`src/rtl/record_checksum_hold_last_valid_assert.svh`:
```
// Assertion macros shared by the record checksum block.
`ifndef RECORD_CHECKSUM_HOLD_LAST_VALID_ASSERT_SVH
`define RECORD_CHECKSUM_HOLD_LAST_VALID_ASSERT_SVH

// Same-cycle implication, checked outside reset.
`define RCHK_ASSERT_NOW(label, cond, conseq, msg) \
    label: assert property (@(posedge clk) disable iff (!rst_n) (cond) |-> (conseq)) \
        else $error(msg);

// Next-cycle implication, checked outside reset.
`define RCHK_ASSERT_NEXT(label, cond, conseq, msg) \
    label: assert property (@(posedge clk) disable iff (!rst_n) (cond) |=> (conseq)) \
        else $error(msg);

`endif

```
`src/rtl/rchk_pkg.sv`:
```
// Types and constants of the record checksum block.
`default_nettype none

package rchk_pkg;

    localparam int RECORDS    = 128;
    localparam int REC_BYTES  = 10;
    localparam int DATA_BYTES = 8;

    localparam logic [3:0]  DATA_END    = 4'(DATA_BYTES);
    localparam logic [3:0]  LAST_POS    = 4'(REC_BYTES - 1);
    localparam logic [6:0]  LAST_RECORD = 7'(RECORDS - 1);
    localparam logic [10:0] PACKET_LEN  = 11'(RECORDS * REC_BYTES);

    typedef struct packed {
        logic [7:0]  data_byte;
        logic        first_of_packet;
        logic [10:0] packet_length;
    } in_beat_t;

    typedef struct packed {
        logic [63:0] record_data;
        logic        checksum_ok;
        logic [6:0]  record_index;
        logic        last_of_packet;
    } out_beat_t;

    typedef struct packed {
        logic      valid;
        out_beat_t beat;
    } rchk_result_t;

endpackage

`default_nettype wire

```
`src/rtl/rchk_assemble.sv`:
```
// Record assembly, word sum, checksum compare and last-valid hold.
`default_nettype none

module rchk_assemble (
    input  wire logic              clk,
    input  wire logic              rst_n,
    input  wire logic              accept,
    input  wire rchk_pkg::in_beat_t beat,
    output rchk_pkg::rchk_result_t result
);
    import rchk_pkg::*;

    logic [3:0]  byte_position_reg, byte_position_next;
    logic [6:0]  record_counter_reg, record_counter_next;
    logic [63:0] data_shift_reg, data_shift_next;
    logic [17:0] word_sum_reg, word_sum_next;
    logic [7:0]  low_byte_hold_reg, low_byte_hold_next;
    logic [63:0] last_valid_reg, last_valid_next;
    logic        dropping_reg, dropping_next;

    logic [3:0]  pos_eff;
    logic [6:0]  cnt_eff;
    logic [63:0] shift_eff;
    logic [17:0] sum_eff;
    logic [63:0] lv_eff;
    logic        drop_eff;
    logic [16:0] folded;
    logic [15:0] check;
    logic        ok;

    always_comb
    begin
        // A first byte restarts the packet before the byte itself is handled.
        if (beat.first_of_packet)
        begin
            pos_eff   = '0;
            cnt_eff   = '0;
            shift_eff = '0;
            sum_eff   = '0;
            lv_eff    = '0;
            drop_eff  = (beat.packet_length != PACKET_LEN);
        end
        else
        begin
            pos_eff   = byte_position_reg;
            cnt_eff   = record_counter_reg;
            shift_eff = data_shift_reg;
            sum_eff   = word_sum_reg;
            lv_eff    = last_valid_reg;
            drop_eff  = dropping_reg;
        end

        folded = {1'b0, sum_eff[15:0]} + {15'd0, sum_eff[17:16]};
        check  = {beat.data_byte, low_byte_hold_reg};
        ok     = (folded == {1'b0, check});

        byte_position_next  = pos_eff;
        record_counter_next = cnt_eff;
        data_shift_next     = shift_eff;
        word_sum_next       = sum_eff;
        low_byte_hold_next  = low_byte_hold_reg;
        last_valid_next     = lv_eff;
        dropping_next       = drop_eff;

        result.valid               = 1'b0;
        result.beat.record_data    = ok ? shift_eff : lv_eff;
        result.beat.checksum_ok    = ok;
        result.beat.record_index   = cnt_eff;
        result.beat.last_of_packet = (cnt_eff == LAST_RECORD);

        if (!drop_eff)
        begin
            if (pos_eff < DATA_END)
            begin
                data_shift_next = {beat.data_byte, shift_eff[63:8]};
                if (pos_eff[0])
                begin
                    word_sum_next = sum_eff + {2'b00, beat.data_byte, low_byte_hold_reg};
                end
                else
                begin
                    low_byte_hold_next = beat.data_byte;
                end
                byte_position_next = pos_eff + 4'd1;
            end
            else if (pos_eff == DATA_END)
            begin
                low_byte_hold_next = beat.data_byte;
                byte_position_next = pos_eff + 4'd1;
            end
            else
            begin
                result.valid = 1'b1;
                if (ok)
                begin
                    last_valid_next = shift_eff;
                end
                // Wrap the record count and drop the rest of the packet.
                if (cnt_eff == LAST_RECORD)
                begin
                    record_counter_next = '0;
                    dropping_next       = 1'b1;
                end
                else
                begin
                    record_counter_next = cnt_eff + 7'd1;
                end
                byte_position_next = '0;
                data_shift_next    = '0;
                word_sum_next      = '0;
            end
        end

        if (!accept)
        begin
            result.valid = 1'b0;
        end
    end

    always_ff @(posedge clk or negedge rst_n)
    begin
        if (!rst_n)
        begin
            byte_position_reg  <= '0;
            record_counter_reg <= '0;
            data_shift_reg     <= '0;
            word_sum_reg       <= '0;
            low_byte_hold_reg  <= '0;
            last_valid_reg     <= '0;
            dropping_reg       <= 1'b0;
        end
        else if (accept)
        begin
            byte_position_reg  <= byte_position_next;
            record_counter_reg <= record_counter_next;
            data_shift_reg     <= data_shift_next;
            word_sum_reg       <= word_sum_next;
            low_byte_hold_reg  <= low_byte_hold_next;
            last_valid_reg     <= last_valid_next;
            dropping_reg       <= dropping_next;
        end
    end

`include "record_checksum_hold_last_valid_assert.svh"

    `RCHK_ASSERT_NOW(a_pos_range, 1'b1, byte_position_reg <= LAST_POS, "byte position out of range")
    `RCHK_ASSERT_NOW(a_result_at_check, result.valid, byte_position_reg == LAST_POS && !beat.first_of_packet, "result off checksum byte")
    `RCHK_ASSERT_NOW(a_drop_silent, dropping_reg && !beat.first_of_packet, !result.valid, "result while dropping")

endmodule

`default_nettype wire

```
`src/rtl/rchk_outbuf.sv`:
```
// Result register with a skid entry on the output channel.
`default_nettype none

module rchk_outbuf (
    input  wire logic                  clk,
    input  wire logic                  rst_n,
    input  wire rchk_pkg::rchk_result_t result,
    output logic                       full,
    output logic                       record_valid,
    input  wire logic                  record_stall,
    output rchk_pkg::out_beat_t        record_beat
);
    import rchk_pkg::*;

    logic      main_valid_reg, main_valid_next;
    logic      skid_valid_reg, skid_valid_next;
    out_beat_t main_reg, main_next;
    out_beat_t skid_reg, skid_next;
    logic      take;

    assign take         = main_valid_reg && !record_stall;
    assign record_valid = main_valid_reg;
    assign record_beat  = main_reg;
    assign full         = skid_valid_reg;

    always_comb
    begin
        main_valid_next = main_valid_reg;
        skid_valid_next = skid_valid_reg;
        main_next       = main_reg;
        skid_next       = skid_reg;
        if (skid_valid_reg)
        begin
            // Upstream is held off, so only advance the skid entry.
            if (take)
            begin
                main_next       = skid_reg;
                skid_valid_next = 1'b0;
            end
        end
        else if (result.valid)
        begin
            if (main_valid_reg && !take)
            begin
                skid_next       = result.beat;
                skid_valid_next = 1'b1;
            end
            else
            begin
                main_next       = result.beat;
                main_valid_next = 1'b1;
            end
        end
        else if (take)
        begin
            main_valid_next = 1'b0;
        end
    end

    always_ff @(posedge clk or negedge rst_n)
    begin
        if (!rst_n)
        begin
            main_valid_reg <= 1'b0;
            skid_valid_reg <= 1'b0;
        end
        else
        begin
            main_valid_reg <= main_valid_next;
            skid_valid_reg <= skid_valid_next;
        end
    end

    always_ff @(posedge clk)
    begin
        main_reg <= main_next;
        skid_reg <= skid_next;
    end

`include "record_checksum_hold_last_valid_assert.svh"

    `RCHK_ASSERT_NOW(a_skid_behind_main, skid_valid_reg, main_valid_reg, "skid full with main empty")
    `RCHK_ASSERT_NOW(a_skid_on_stall, $rose(skid_valid_reg), $past(main_valid_reg && record_stall), "skid filled without stall")
    `RCHK_ASSERT_NEXT(a_skid_hold, skid_valid_reg && record_stall, skid_valid_reg, "skid lost while stalled")
    `RCHK_ASSERT_NOW(a_no_result_when_full, skid_valid_reg, !result.valid, "result arrived with skid full")

endmodule

`default_nettype wire

```
`src/rtl/record_checksum_hold_last_valid.sv`:
```
// Top level of the record checksum block with last-valid substitution.
`default_nettype none

// Packet bytes arrive one beat per cycle on the byte channel. Each packet is
// a run of 128 records of ten bytes: eight data bytes, then a little-endian
// 16-bit checksum. The four little-endian data words are summed to 18 bits,
// the carry is folded back once, and the result is compared with the
// checksum. A passing record is sent and kept; a failing one is replaced by
// the last passing record of the same packet (zero if none yet) and sent with
// checksum_ok low. A packet whose length on its first byte is not 1280 gives
// no records, and bytes past the last record are ignored until the next first
// byte. Bytes before the first first-byte after reset count as a packet in
// progress. The block takes one byte per cycle while byte stall is low; a
// record beat is registered once its tenth byte is taken, into the output
// register, or the skid entry if the output is stalled. Byte stall rises only
// when a record waits stalled at the output and a second is in the skid entry.
module record_checksum_hold_last_valid (
    input  wire logic                clk,
    input  wire logic                rst_n,
    input  wire logic                byte_valid,
    output logic                     byte_stall,
    input  wire rchk_pkg::in_beat_t  byte_beat,
    output logic                     record_valid,
    input  wire logic                record_stall,
    output rchk_pkg::out_beat_t      record_beat
);
    import rchk_pkg::*;

    logic         accept;
    logic         full;
    rchk_result_t result;

    // Take a byte whenever the skid entry is free.
    assign byte_stall = full;
    assign accept     = byte_valid && !full;

    // Hold record state and produce at most one result per accepted beat.
    rchk_assemble u_assemble (
        .clk    (clk),
        .rst_n  (rst_n),
        .accept (accept),
        .beat   (byte_beat),
        .result (result)
    );

    // Register the result and absorb one stalled beat.
    rchk_outbuf u_outbuf (
        .clk          (clk),
        .rst_n        (rst_n),
        .result       (result),
        .full         (full),
        .record_valid (record_valid),
        .record_stall (record_stall),
        .record_beat  (record_beat)
    );

endmodule

`default_nettype wire
```
`config.mk`:
```
export PLATFORM = sky130hd
export DESIGN_NAME = record_checksum_hold_last_valid
export DESIGN_NICKNAME = d
export VERILOG_FILES = /design/src/rtl/rchk_pkg.sv /design/src/rtl/rchk_assemble.sv /design/src/rtl/rchk_outbuf.sv /design/src/rtl/record_checksum_hold_last_valid.sv
export VERILOG_INCLUDE_DIRS = /design/src /design/src/rtl
export SDC_FILE = /design/constraint.sdc
export NUM_CORES = 1
export LEC_CHECK = 0
export BUFFER_PORTS_ARGS = -buffer_cell sky130_fd_sc_hd__buf_2
export CORE_ASPECT_RATIO = 1.1
export CORE_MARGIN = 2
export CORE_UTILIZATION = 23
export CTS_BUF_LIST = sky130_fd_sc_hd__clkbuf_4
export CTS_CLUSTER_SIZE = 8
export DETAILED_ROUTE_END_ITERATION = 16
export PLACE_DENSITY = 0.39
export SLEW_MARGIN = 20
export SYNTH_ARGS = -nofsm -noshare
export SYNTH_HDL_FRONTEND = slang
export SYNTH_HIERARCHICAL = 1
export SYNTH_SLANG_ARGS = --single-unit
export TNS_END_PERCENT = 5
```
`constraint.sdc`:
```
create_clock -name clk -period 24.5 [get_ports clk]
set_input_delay 3.675 -clock clk [delete_from_list [all_inputs] [get_ports clk]]
set_output_delay 3.675 -clock clk [all_outputs]
set_load 0.01 [all_outputs]
```
==> results of run 1 <==
## report_power, final
part           internal [mW]  switching, mW  leakage [nW]
registers              0.553        0.00829          3.48
logic                 0.0159         0.0333          2.87
clock network          0.327          0.239         0.790
## logic make-up after synthesis
family	Yosys count	share of synthesized area
AO/OA/AOI/OAI	241	0.111
flip-flops	314	0.549
adder cells (fa/ha/maj)	23	0.0187
buffers and inverters	169	0.0485
multiplexers	213	0.149
XOR/XNOR	26	0.0154
AND/OR/NAND/NOR	370	0.109
## final cells by class
cell class | instances | share of cell area
tap | 867 | 0.0591
sequential | 314 | 0.468
antenna | 2 | 0.000272
inverter | 83 | 0.0171
multi-input combinational | 873 | 0.347
clock buffer | 150 | 0.0613
timing repair buffer | 116 | 0.0362
clock inverter | 19 | 0.0111
## per-layer routing
layer	routed length [um]	vias to the layer above	share of wire
li1	-	5186	-
met3	1950	65	0.045
met5	11	-	0.00025
met1	19900	5346	0.46
met2	20500	234	0.47
met4	968	2	0.022
## cells in the mapped netlist, types with 3 or more instances
cell         n  share of area
buf_6       12         0.0086
a32o_1       3         0.0019
o21a_1       3         0.0014
o2bb2ai_1   52          0.029
a211oi_1     8         0.0038
o31ai_1      5         0.0024
or4_1        4         0.0019
nor2b_1     27          0.011
mux2i_1    132          0.084
nand3b_1     4         0.0019
nand2b_1     5         0.0020
nor2_1      23         0.0055
and2_1       5         0.0020
mux2_4      27          0.026
nand4_1      9         0.0036
a21boi_0     3         0.0014
clkbuf_1    55          0.013
nand2_1    239          0.057
nor4b_1      3         0.0017
a22oi_1     51          0.024
buf_2        7         0.0022
o21ai_0     47          0.015
nor4_1       3         0.0012
and3_1      10         0.0040
edfxtp_1   146           0.28
nor3_1      10         0.0032
nand3_1      7         0.0022
or3_1        4         0.0016
o2111ai_1    3         0.0017
buf_1        5         0.0012
or2_2        3         0.0012
mux2_2      54          0.039
a31oi_1      4         0.0016
a22o_1      14         0.0078
inv_1       82          0.020
buf_4        7         0.0034
dfrtp_1    168           0.27
a21oi_1     22         0.0070
a21o_1       5         0.0024
xnor2_1     16         0.0089
xor2_1       9         0.0050
ha_1        21          0.017
o211ai_1     7         0.0034
## stage by stage
stage	cell area [sq um]	power (mW)	hold slack [ns]	setup WS, ns	util
final	18400	1.18	0.480	16.15	0.272
after global routing	18400	1.24	0.505	15.90	0.272
after CTS	18300	1.21	0.484	16.21	0.272
after detailed placement	17000	0.622	0.472	15.31	0.252
after global placement	17000	0.622	0.463	15.21	0.251
after floorplan	15700	0.598	0.443	12.22	-
## worst min-delay path by stage
stage / start / end / depth (start not counted)
final: u_assemble/record_counter_reg[6] / u_assemble/record_counter_reg[6] / 1
after global routing: u_assemble/record_counter_reg[6] / u_assemble/record_counter_reg[6] / 1
after floorplan: u_assemble/record_counter_reg[6] / u_assemble/record_counter_reg[6] / 1
after global placement: u_assemble/record_counter_reg[6] / u_assemble/record_counter_reg[6] / 1
after CTS: u_assemble/record_counter_reg[6] / u_assemble/record_counter_reg[6] / 1
after detailed placement: u_assemble/record_counter_reg[6] / u_assemble/record_counter_reg[6] / 1
==> results.py, run 1 <==
metrics = {
    "clocking": {
        "clock_path_buffers": 3,
        "cts_setup_buffers": 0,
        "clk_pin_slew_ns": 0.06,
        "cts_hold_buf": 0,
        "numCtsBuffers": 94,
        "insertion_delay_ns": 0.82,
        "cts_resized": 0,
        "cts_root_buffer": "clkbuf_4",
        "cts_tree": "done",
        "htree_levels": 3,
        "clock_sinks": 314,
    },
    "synth": {
        "synth-edff-count": 146,
        "ys_types": 68,
        "synth_flop_cell": "dfrtp_1",
        "synthesis.area_sq_mm": 0.0157,
        "yosysWarnings": 6,
        "ys_seq_elements": 314,
        "syn_nets": 1402,
        "netlist_instances": 1356,
        "syn_avg_cell_area_sq_um": 11.5,
        "synthArstFlopShare": 0.535,
        "synth_seq_area_share": 0.549,
    },
    "worst_setup_path": {
        "cp.depth": 16,
        "r2r_setup_slack_ns": 19.67,
        "start_kind": "input port",
        "r2r_cells": 13,
        "crit_buf_inv": 5,
        "path_common_cell": "buf_4",
        "crit_path_cell_trace": "buf_2, buf_4, buf_4, nor2b_1, ha_1, ha_1, a21oi_2, nor4b_1, a31oi_1, o211ai_1, or4_1, a211oi_4, buf_4, buf_4, mux2i_1, mux2_2",
        "crit_slowest_cell": "buf_4",
        "worst_r2r_endpoint": "u_outbuf/record_beat[70]",
        "cp.required_ns": 25.04,
        "reg2reg_from": "u_assemble/word_sum_reg[0]",
        "cp-startpoint": "byte_beat[11]",
        "path_delay_family": "buffers and inverters",
        "path_max_fanout": 66,
        "critPathKind": "input port to flop",
        "arrival_ns": 8.90,
        "cp-endpoint": "u_outbuf/record_beat[70]",
        "cp-end-kind": "flop",
        "slowest_delay_ns": 0.69,
    },
    "place": {
        "numPlacedInstances": 2252,
        "port_buffers": 98,
        "gp_congestion": 0.786,
        "hpwl_um": 27100,
    },
    "sta": {
        "tightest_slew_ns": 0.974,
        "post-route-min-period_ns": 8.35,
        "finalSetupViolCount": 0,
        "rsz0062_at_grt": "no",
        "relSlewSlack": 0.349,
        "final.period_utilization": 0.341,
        "hold_viol": 0,
        "tns_ns": 0,
        "slew_viol_final": 0,
        "finClkSkew_ns": 0.0537,
        "timing.fmax_mhz": 120,
    },
    "global_route": {
        "grt_max_degree": 77,
        "grt.busiest_layer": "met2",
        "grt_use_met2": 0.202,
        "antenna_found_initial": 3,
        "use_met1": 0.164,
        "grtUsageTotal": 0.126,
        "grt_pass1_vias": 11400,
        "grt_pass1_wl_um": 68500,
        "met3_usage": 0.0271,
        "grt_overflow": 0,
    },
    "run": {
        "drv_cap": 0,
    },
    "floorplanning": {
        "die_h_um": 278,
        "die_w_um": 253,
        "coreArea_sq_mm": 0.0676,
        "io_pins": 99,
        "rows": 100,
        "start_util": 0.232,
        "die_area_sq_mm": 0.0702,
    },
    "route": {
        "vias": 10800,
        "wirelength_um": 43300,
        "dr.pass1.iters": 5,
        "routedWlPerCell_um": 17.8,
        "drc": 0,
        "ant_nets": 0,
        "viasPerCell": 4.47,
        "drt_iter0_markers": 538,
    },
    "power": {
        "power_density_mw_per_mm2": 64.1,
        "vdd_drop_max_uv": 31.7,
        "p_leak_nw": 7.14,
    },
    "final_layout": {
        "register_area_sq_mm": 0.00859,
        "fill_cells": 7134,
        "multi_input_comb_area_sq_mm": 0.00638,
        "layout_common_cells": "nand2_1, dfrtp_1, clkbuf_4, edfxtp_1, mux2i_1",
        "area_growth_pct": 17.3,
        "drive_gt1_frac": 0.241,
        "fin_cells": 2424,
        "layout_commonest_cell": "nand2_1",
        "nets": 1528,
    },
    "run_status": {
        "status": "finished, final reports clean",
    },
    "min_path": {
        "hp-class": "flop to flop",
    },
}
No activity file was read; power rests on OpenSTA's default activity.
==> run 2: changes to the inputs <==
--- a/config.mk
+++ b/config.mk
@@ -6,6 +6,7 @@
 export SDC_FILE = /design/constraint.sdc
 export NUM_CORES = 1
 export LEC_CHECK = 0
+export ABC_AREA = 1
 export BUFFER_PORTS_ARGS = -buffer_cell sky130_fd_sc_hd__buf_2
 export CORE_ASPECT_RATIO = 1.1
 export CORE_MARGIN = 2
@@ -13,7 +14,7 @@
 export CTS_BUF_LIST = sky130_fd_sc_hd__clkbuf_4
 export CTS_CLUSTER_SIZE = 8
 export DETAILED_ROUTE_END_ITERATION = 16
-export PLACE_DENSITY = 0.39
+export PLACE_DENSITY = 0.4
 export SLEW_MARGIN = 20
 export SYNTH_ARGS = -nofsm -noshare
 export SYNTH_HDL_FRONTEND = slang
==> constraint.sdc (replaced) <==
create_clock -name clk -period 7.2 [get_ports clk]
set_input_delay 1.08 -clock clk [delete_from_list [all_inputs] [get_ports clk]]
set_output_delay 1.08 -clock clk [all_outputs]
set_load 0.01 [all_outputs]
==> results.py, run 2 <==
metrics = {
    "synth": {
        "synth_top_cell_by_area": "edfxtp_1",
        "synth_seq_area_share": 0.499,
        "synth_flop_cell": "dfrtp_1",
        "ys_types": 49,
        "synth-simple-area-share": 0.290,
        "synthAdderAreaFrac": 0.0164,
        "syn_avg_cell_area_sq_um": 8.55,
        "synth_xor_area_frac": 0.00967,
        "synth-edff-count": 146,
        "ys_seq_elements": 314,
        "synthMuxAreaShare": 0,
        "synthArstFlopShare": 0.535,
        "synthesis.area_sq_mm": 0.0172,
        "synth_area_leaders": "edfxtp_1, dfrtp_1, nand2_1",
        "yosysMostFrequentCell": "nand2_1",
        "synth_top_family_by_area": "simple AND/OR/NAND/NOR gates",
        "yosysWarnings": 6,
        "synth_top_area_share": 0.255,
        "syn_nets": 2057,
        "synth_top_cells_by_count": "nand2_1, inv_1, dfrtp_1",
        "synth-compound-area-share": 0.0903,
        "netlist_instances": 2011,
    },
    "route": {
        "viasPerCell": 4.47,
        "wirelength_um": 51900,
        "drc": 0,
        "ant_nets": 0,
        "routedWlPerCell_um": 16.5,
        "dr.pass1.iters": 6,
        "drt_iter0_markers": 807,
        "vias": 14000,
    },
    "place": {
        "gp_congestion": 0.866,
        "hpwl_um": 32300,
        "port_buffers": 98,
        "place_ws_ns": 2.10,
    },
    "global_route": {
        "met3_usage": 0.0237,
        "grtUsageTotal": 0.136,
        "antenna_found_initial": 2,
        "grt.busiest_layer": "met2",
        "grt_overflow": 0,
        "use_met1": 0.166,
        "grt_max_degree": 78,
        "grt_pass1_vias": 14300,
        "grt_use_met2": 0.240,
        "grt_pass1_wl_um": 82600,
    },
    "power": {
        "p_leak_nw": 9.34,
        "vdd_drop_max_uv": 74.4,
        "power_density_mw_per_mm2": 210,
    },
    "final_layout": {
        "nets": 2147,
        "area_growth_pct": 14.3,
        "layout_commonest_cell": "nand2_1",
        "drive_gt1_frac": 0.171,
        "layout_common_cells": "nand2_1, inv_1, dfrtp_1, nand3_1",
    },
    "worst_setup_path": {
        "critPathKind": "input port to flop",
        "start_kind": "input port",
        "arrival_ns": 4.65,
        "cp-end-kind": "flop",
        "path_max_fanout": 48,
        "cp.required_ns": 7.74,
    },
    "floorplanning": {
        "start_util": 0.231,
        "die_h_um": 291,
        "die_w_um": 265,
        "die_area_sq_mm": 0.0770,
        "coreArea_sq_mm": 0.0744,
        "rows": 105,
        "io_pins": 99,
    },
    "run": {
        "drv_cap": 0,
    },
    "clocking": {
        "cts_setup_buffers": 0,
        "cts_resized": 0,
        "clk_pin_slew_ns": 0.06,
        "cts_hold_buf": 0,
        "htree_levels": 3,
        "clock_path_buffers": 3,
        "numCtsBuffers": 86,
        "insertion_delay_ns": 0.84,
        "cts_root_buffer": "clkbuf_4",
        "clock_sinks": 314,
        "cts_tree": "done",
    },
    "sta": {
        "finalSetupViolCount": 0,
        "slew_viol_final": 0,
        "relSlewSlack": 0.287,
        "post-route-min-period_ns": 4.11,
        "rsz0062_at_grt": "no",
        "hold_viol": 0,
        "finClkSkew_ns": 0.0643,
        "setup_ws_ns": 3.09,
        "final.period_utilization": 0.571,
        "tightest_slew_ns": 1.07,
        "timing.fmax_mhz": 243,
        "tns_ns": 0,
    },
    "run_status": {
        "status": "finished, final reports clean",
    },
    "min_path": {
        "hp-class": "input port to async pin",
    },
}
==> run 2: cell types whose count changed after synthesis, sizes merged, moves of 52 or more <==
cell	change
nand4	+61
a21oi	+69
nand2	+346
nor2	+118
inv	+150
mux2i	-132
mux2	-81
o2bb2ai	-52
and2	+60
nand3	+164
==> run 2: through the flow <==
stage	hold WS (ns)	power, mW	std cells	cell area, sq um	utilization
final	0.253	4.13	3140	19700	0.264
after detailed placement	0.473	2.43	2976	18500	0.248
after global placement	0.478	2.42	2976	18500	0.248
after floorplan	0.453	2.30	2011	17200	-
after global routing	0.243	4.37	3139	19700	0.264
after CTS	0.180	4.22	3138	19700	0.264
==> run 2: layout make-up <==
type	instances	area, sq um
Tap cell	963	1200
Fill cell	8106	54700
Inverter	233	878
Sequential cell	314	8590
Multi-Input combinational cell	1340	7040
Timing Repair Buffer	126	767
Clock buffer	146	1100
Antenna cell	2	5.00
Clock inverter	16	87.6
==> run 2: kinds of logic (layout without fill, tap and decap cells) <==
kind of cell / after synthesis / in the layout
and+or+nand+nor: 1044 / 1044
adders and majority gates: 22 / 22
xor gates and xnor gates: 19 / 19
buffers and inverters: 357 / 521
AOI/OAI and AO/OA: 255 / 255
other: 0 / 2
DFF: 314 / 314
==> run 2: where the power goes <==
part           switching [mW]  internal [mW]
Combinational           0.314          0.117
Sequential             0.0326           1.92
Clock                   0.798          0.943
Total                    1.14           2.98
==> run 2: final timing paths <==
kind | from | to | slack [ns] | depth (start not counted)
worst min register to register | u_assemble/word_sum_reg[13] | u_assemble/word_sum_reg[13] | 0.48 | 2
worst max register to register | u_assemble/byte_position_reg[0] | u_outbuf/skid_reg[16] | 3.46 | 16
worst max-delay path | byte_beat[11] | u_outbuf/record_beat[22] | 3.09 | 18
min in group clk | u_assemble/word_sum_reg[13] | u_assemble/word_sum_reg[13] | 0.48 | 2
worst min-delay path | rst_n | u_assemble/last_valid_reg[62] | 0.25 | 1
max in group asynchronous | rst_n | u_assemble/last_valid_reg[14] | 5.56 | 2
==> run 2: critical path, stage by stage <==
cell,delay [ns]
buf_4,0.17
inv_4,0.50
nand2_1,0.19
inv_1,0.12
ha_1,0.20
inv_1,0.07
o21ai_2,0.26
nand3_2,0.17
nor2_2,0.17
nand3_1,0.11
nand2_1,0.07
nand2_1,0.08
nor2_4,0.29
buf_4,0.56
nand4_2,0.20
and2_1,0.24
nand2_1,0.06
nand2_1,0.06
==> run 2: layer usage <==
layer | vias up | part of all wire
li1 | 6891 | -
met1 | 6796 | 0.44
met2 | 264 | 0.50
met3 | 91 | 0.039
met4 | 2 | 0.024
met5 | - | 0.00013
